===== src/rtl/miu_pkg.sv =====
// miu_pkg: shared types, opcodes and command structs for the integer execute unit
// no dependencies
`default_nettype none
package miu_pkg;

    localparam int unsigned DataWidth = 32;
    localparam int unsigned RegCount  = 32;
    localparam int unsigned IdxWidth  = 5;

    // primary opcodes
    localparam logic [5:0] OP_SPECIAL = 6'h00;
    localparam logic [5:0] OP_ADDIU   = 6'h09;
    localparam logic [5:0] OP_SLTI    = 6'h0A;
    localparam logic [5:0] OP_SLTIU   = 6'h0B;
    localparam logic [5:0] OP_ANDI    = 6'h0C;
    localparam logic [5:0] OP_ORI     = 6'h0D;
    localparam logic [5:0] OP_XORI    = 6'h0E;
    localparam logic [5:0] OP_LUI     = 6'h0F;
    localparam logic [5:0] OP_NOP1C   = 6'h1C;
    localparam logic [5:0] OP_SPEC3   = 6'h1F;
    localparam logic [5:0] OP_CACHE   = 6'h2F;
    localparam logic [5:0] OP_NOP3F   = 6'h3F;

    // special functions
    localparam logic [5:0] FN_SLL   = 6'h00;
    localparam logic [5:0] FN_SRL   = 6'h02;
    localparam logic [5:0] FN_SRA   = 6'h03;
    localparam logic [5:0] FN_SLLV  = 6'h04;
    localparam logic [5:0] FN_SRLV  = 6'h06;
    localparam logic [5:0] FN_SRAV  = 6'h07;
    localparam logic [5:0] FN_MOVZ  = 6'h0A;
    localparam logic [5:0] FN_MOVN  = 6'h0B;
    localparam logic [5:0] FN_SYNC  = 6'h0F;
    localparam logic [5:0] FN_MFHI  = 6'h10;
    localparam logic [5:0] FN_MTHI  = 6'h11;
    localparam logic [5:0] FN_MFLO  = 6'h12;
    localparam logic [5:0] FN_MTLO  = 6'h13;
    localparam logic [5:0] FN_CLZ   = 6'h16;
    localparam logic [5:0] FN_CLO   = 6'h17;
    localparam logic [5:0] FN_MULT  = 6'h18;
    localparam logic [5:0] FN_MULTU = 6'h19;
    localparam logic [5:0] FN_DIV   = 6'h1A;
    localparam logic [5:0] FN_DIVU  = 6'h1B;
    localparam logic [5:0] FN_MADD  = 6'h1C;
    localparam logic [5:0] FN_MADDU = 6'h1D;
    localparam logic [5:0] FN_ADD   = 6'h20;
    localparam logic [5:0] FN_ADDU  = 6'h21;
    localparam logic [5:0] FN_SUB   = 6'h22;
    localparam logic [5:0] FN_SUBU  = 6'h23;
    localparam logic [5:0] FN_AND   = 6'h24;
    localparam logic [5:0] FN_OR    = 6'h25;
    localparam logic [5:0] FN_XOR   = 6'h26;
    localparam logic [5:0] FN_NOR   = 6'h27;
    localparam logic [5:0] FN_SLT   = 6'h2A;
    localparam logic [5:0] FN_SLTU  = 6'h2B;
    localparam logic [5:0] FN_MAX   = 6'h2C;
    localparam logic [5:0] FN_MIN   = 6'h2D;
    localparam logic [5:0] FN_MSUB  = 6'h2E;
    localparam logic [5:0] FN_MSUBU = 6'h2F;

    // special3 functions and bshfl subcodes
    localparam logic [5:0] F3_EXT   = 6'h00;
    localparam logic [5:0] F3_INS   = 6'h04;
    localparam logic [5:0] F3_BSHFL = 6'h20;
    localparam logic [4:0] BS_WSBH  = 5'h02;
    localparam logic [4:0] BS_WSBW  = 5'h03;
    localparam logic [4:0] BS_SEB   = 5'h10;
    localparam logic [4:0] BS_BITREV = 5'h14;
    localparam logic [4:0] BS_SEH   = 5'h18;

    typedef enum logic [2:0] {
        ST_IDLE,
        ST_READ,
        ST_EXEC,
        ST_MUL,
        ST_DIV,
        ST_DONE
    } t_state;

    // long operation kinds
    typedef enum logic [1:0] {
        LK_NONE,
        LK_MUL,
        LK_DIV
    } t_long;

    // controller to datapath
    typedef struct packed {
        logic load;      // capture instruction word
        logic exec;      // single-cycle execute and commit
        logic mul_step;  // one partial product step
        logic div_start; // set up the divider
        logic div_step;  // one quotient bit
        logic fin;       // commit long-op result
    } t_cmd;

    // datapath to controller
    typedef struct packed {
        t_long kind;
        logic  mul_last;
        logic  div_last;
    } t_stat;

endpackage
`default_nettype wire


===== src/rtl/miu_ctrl.sv =====
// miu_ctrl: sequencing state machine for the execute unit
// depends on miu_pkg
`default_nettype none
module miu_ctrl (
    input  wire logic          i_clk,
    input  wire logic          i_rst_n,
    input  wire logic          i_in_valid,
    output logic               o_in_ready,
    output logic               o_out_valid,
    input  wire logic          i_out_ready,
    input  wire miu_pkg::t_stat i_stat,
    output miu_pkg::t_cmd      o_cmd
);
    miu_pkg::t_state r_state, n_state;

    always_ff @(posedge i_clk) begin
        if (!i_rst_n) begin
            r_state <= miu_pkg::ST_IDLE;
        end else begin
            r_state <= n_state;
        end
    end

    always_comb begin
        n_state     = r_state;
        o_cmd       = '0;
        o_in_ready  = 1'b0;
        o_out_valid = 1'b0;
        case (r_state)
            miu_pkg::ST_IDLE: begin
                o_in_ready = 1'b1;
                if (i_in_valid) begin
                    o_cmd.load = 1'b1;
                    n_state    = miu_pkg::ST_READ;
                end
            end
            miu_pkg::ST_READ: begin
                // register file read data settles here
                case (i_stat.kind)
                    miu_pkg::LK_MUL: n_state = miu_pkg::ST_MUL;
                    miu_pkg::LK_DIV: begin
                        o_cmd.div_start = 1'b1;
                        n_state         = miu_pkg::ST_DIV;
                    end
                    default: n_state = miu_pkg::ST_EXEC;
                endcase
            end
            miu_pkg::ST_EXEC: begin
                o_cmd.exec = 1'b1;
                n_state    = miu_pkg::ST_DONE;
            end
            miu_pkg::ST_MUL: begin
                o_cmd.mul_step = 1'b1;
                if (i_stat.mul_last) begin
                    n_state = miu_pkg::ST_EXEC;
                end
            end
            miu_pkg::ST_DIV: begin
                o_cmd.div_step = 1'b1;
                if (i_stat.div_last) begin
                    n_state = miu_pkg::ST_EXEC;
                end
            end
            miu_pkg::ST_DONE: begin
                o_out_valid = 1'b1;
                if (i_out_ready) begin
                    n_state = miu_pkg::ST_IDLE;
                end
            end
            default: n_state = miu_pkg::ST_IDLE;
        endcase
        o_cmd.fin = o_cmd.exec;
    end

    a_one_cmd: assert property (@(posedge i_clk) disable iff (!i_rst_n)
        $countones({o_cmd.load, o_cmd.exec, o_cmd.mul_step, o_cmd.div_step}) <= 1)
        else $error("more than one datapath command");
    a_load_idle: assert property (@(posedge i_clk) disable iff (!i_rst_n)
        o_cmd.load |=> r_state == miu_pkg::ST_READ)
        else $error("load did not lead to read");
    a_exec_done: assert property (@(posedge i_clk) disable iff (!i_rst_n)
        o_cmd.exec |=> o_out_valid)
        else $error("execute not followed by result");
endmodule
`default_nettype wire


===== config.mk =====
export PLATFORM = sky130hd
export DESIGN_NAME = miu_ctrl
export DESIGN_NICKNAME = d
export VERILOG_FILES = /design/src/rtl/miu_pkg.sv /design/src/rtl/miu_ctrl.sv
export SDC_FILE = /design/constraint.sdc
export NUM_CORES = 1
export LEC_CHECK = 0
export BUFFER_PORTS_ARGS = -buffer_cell sky130_fd_sc_hd__buf_2
export CORE_AREA = 2 2 39 41
export CTS_CLUSTER_SIZE = 10
export DETAILED_ROUTE_END_ITERATION = 8
export DIE_AREA = 0 0 41 43
export SLEW_MARGIN = 40
export SYNTH_ARGS = -nofsm -noshare
export SYNTH_HDL_FRONTEND = slang
export SYNTH_SLANG_ARGS = --single-unit

===== constraint.sdc =====
create_clock -name i_clk -period 2.42 [get_ports i_clk]
set_input_delay 0.242 -clock i_clk [delete_from_list [all_inputs] [get_ports i_clk]]
set_output_delay 0.242 -clock i_clk [all_outputs]
set_load 0.01 [all_outputs]

[Yosys cells after proc, flatten, opt, wreduce, memory -nomap -nowiden]
Index checks and enable logic that the tools add are counted.
Storage, ports and cells
  output and inout port bits: 8
  memory bits (writable): 0
  logic and storage cells: 29
  input port bits: 8
  memories kept: 0
  latch bits: 0
  memory bits (read-only): 0
  register bits after elaboration: 3
Operators by class
  mux-type cells: 15
  divide/modulo/power cells: 0
  bitwise logic cells: 0
  magnitude comparators: 0
  shift operators: 0
  reduce and logical (&&, ||, !) cells: 2
  multiply operators: 0
  add/sub/neg operators: 0
  equality and inequality tests: 11
Operators with widths (number)
  $pmux W3 S6: 1
  $mux W3: 4
  $mux W1: 9
  $ne A2 B2 Y1 const B: 4
  $eq A3 B2 Y1 const B: 2
  $eq A3 B3 Y1 const B: 2
  $pmux W3 S2: 1
  $reduce_and A4 Y1: 1
  $eq A3 B1 Y1 const B: 1
  $logic_not A3 Y1: 1
  $eq A2 B1 Y1 const B: 1
  $eq A2 B2 Y1 const B: 1

[Longest topological paths before layout]
  word-level depth: 3
  depth in mapped cells: 5
  gate-level depth less buffers: 4

[Worst setup path before layout]
OpenSTA, ideal clock, no wires.
  kind: reg2out
  start: register r_state[0]
  end: output port o_cmd[4] in the netlist's numbering
  required time: 2178 ps
  buffers on the path: 2
  arrival time: 1067 ps
  slack: 1111 ps
  cell stages (with the launch flop): 4
  path through: dfxtp_1 > buf_2 > nor3b_1 > buf_4
RTL lines
  from (decl): line miu_ctrl.sv:14  | miu_pkg::t_state r_state, n_state;
  from (signal assigned): line miu_ctrl.sv:18  | r_state <= miu_pkg::ST_IDLE;
  from (signal assigned): line miu_ctrl.sv:20  | r_state <= n_state;
  to (decl): line miu_ctrl.sv:12  | output miu_pkg::t_cmd o_cmd

==> flow_summary.json <==
{
  "status": "finished, final reports clean",
  "setup_viol": 0,
  "fp.coreArea_sq_um": 1380,
  "ys_warn_count": 0,
  "cts-root-buf": "clkbuf_4",
  "critPathRequiredTime_ns": 2.18,
  "yosysSeqAreaShare_pct": 20.6,
  "final_hold_viol_count": 0,
  "grt_overflow": 0,
  "rsz0062_at_grt": "no",
  "ios": 16,
  "regMostFlops": "r_state",
  "largest_register_ffs": 3,
  "num-fill-cells": 157,
  "power_density_nw_per_um2": 1020,
  "drv_cap": 0,
  "area_growth_pct": 30.9,
  "port_buffers": 15,
  "slew_viol_final": 0,
  "wirelength_microns": 706,
  "floorplan.initialDensity_pct": 21.1,
  "vias": 300,
  "drt_iter0_markers": 4,
  "avgSynthCellArea_sq_um": 8.33,
  "worst_ir_drop_vdd_mv": 0.222,
  "clock_latency_ns": 0.23,
  "layout_commonest_cell": "buf_2",
  "cts_setup_buffers": 0,
  "worstSetupStartpointType": "flip-flop",
  "fp.dieW_microns": 41,
  "cts.repair.resized": 0,
  "antenna_found_initial": 0,
  "ys_types": 25,
  "cts.path.max_buffers": 2,
  "layout_common_cells": "15 x buf_2, 3 x nor3b_1, 3 x inv_1, 3 x clkbuf_4, 3 x dfxtp_1",
  "top_regs": "r_state (3)",
  "cts_buffers": 3,
  "p_leak_uw": 0.000188,
  "drc": 0,
  "max_slew_margin_pct": 72.1,
  "nets": 59,
  "min_period_ns": 1.51,
  "diodes": 0,
  "final_layout_size_suffix_gt1_share_pct": 42.0,
  "setup-tns-final_ns": 0,
  "grt_max_degree": 14,
  "drt-pass1-iter-count": 2,
  "crit_path_end_kind": "output pin",
  "worst_slew_pin_slew_ns": 0.418,
  "max_freq_mhz": 662,
  "cts-htree-levels": 1,
  "fin_worst_skew_ns": 0.00107,
  "ant_nets": 0,
  "cts_hold_buf": 0,
  "cts_sinks": 3,
  "synth_cells": 35,
  "wl_per_cell_microns": 10.7,
  "grt_usage_pct": 9.94,
  "min_period_over_period_pct": 62.4,
  "cts_tree": "done",
  "hpwlAfterDp_microns": 521,
  "die_area_sq_um": 1760,
  "finish.utilization_pct": 27.6,
  "vias_per_cell": 4.55,
  "die_height_microns": 43,
  "cts.clk_slew.worst_paths_ns": 0.04,
  "cp.arrival_ns": 1.27,
  "netlist_area_sq_um": 292,
  "crit_type": "flip-flop to output pin",
  "grt_pass1_vias": 255,
  "core.rowCount": 14,
  "syn-num-nets": 43,
  "min-delay-path-class": "input pin to flip-flop",
  "gp_congestion": 0.747,
  "path_max_fanout": 12,
  "grt_pass1_wl_mm": 1.12,
  "synth-seq-cells": 3
}
[Yosys cell counts]
cell type  n  share of area (%)
and4bb_1   1                4.3
buf_6      1                3.9
nor3b_4    1                6.4
nor3_1     2                3.4
o31ai_1    1                2.6
a21oi_2    1                3.0
buf_2      1                1.7
and2_1     2                4.3
nand2_1    1                1.3
nand4_1    1                2.1
nand3b_1   1                2.6
o21ai_0    1                1.7
o221a_1    1                3.9
and3b_1    1                3.0
a21oi_1    1                1.7
nor2b_1    2                4.3
a31oi_1    1                2.1
mux2i_1    1                3.4
inv_1      3                3.9
nor3b_1    3                7.7
nor4_1     1                2.1
buf_4      2                5.1
o21ai_1    1                1.7
and2_4     1                3.0
dfxtp_1    3                 21
[cell type report]
class	instances	area [sq um]	share of cell area, %
repair buffers	15	75.1	19.7
well taps	16	20.0	5.25
flip-flops and latches	3	60.1	15.7
multi-input cells	25	189	49.5
clock buffers	4	26.3	6.89
inverters	3	11.3	2.95
[per-layer routing]
metal / track usage [%] / vias up / routed length (microns) / part of all wire (%)
met5: 0 / - / 0 / 0
met4: 10.0 / 0 / 0 / 0
met1: 11.3 / 135 / 329 / 47
met2: 13.4 / 7 / 343 / 49
met3: 3.14 / 0 / 34 / 4.8
li1: - / 158 / - / -
[report_power, final]
group / total, uW / switching, uW / internal (uW)
Combinational: 178 / 82.1 / 96.1
Sequential: 124 / 56.4 / 67.7
Clock: 87.0 / 25.3 / 61.8
Total: 389 / 164 / 226
[worst paths after layout]
kind                                 start         end  slack (ns)  cells past startpoint
worst max register to register  r_state[2]  r_state[1]        0.93                      4
worst min-delay path               i_rst_n  r_state[0]        0.29                      3
worst max-delay path            r_state[2]    o_cmd[1]        0.91                      2
worst min register to register  r_state[2]  r_state[2]        0.61                      1
[kinds of logic after synthesis]
kind of cell | count (synthesis) | synth area share [%]
multiplexers | 1 | 3.43
AO/OA/AOI/OAI | 7 | 16.7
buffers and inverters | 7 | 14.6
AND/OR/NAND/NOR | 17 | 44.6
flip-flops | 3 | 20.6
[critical path, cell delays in order (launching register included)]
cell and delay (ns):
dfxtp_1 0.54, nor3b_4 0.32, buf_2 0.18
[metrics by stage]
stage / power (uW) / setup slack (ns) / hold WS [ns] / cell area [sq um] / instances
2_1_floorplan: 265 / 1.11 / 0.380 / 292 / 35
3_3_place_gp: 300 / 0.983 / 0.524 / 355 / 62
3_5_place_dp: 304 / 0.945 / 0.527 / 355 / 62
4_1_cts: 396 / 0.891 / 0.278 / 382 / 66
5_1_grt: 429 / 0.801 / 0.290 / 382 / 66
6_report: 389 / 0.910 / 0.289 / 382 / 66
Power figures use the tool's default switching activity.
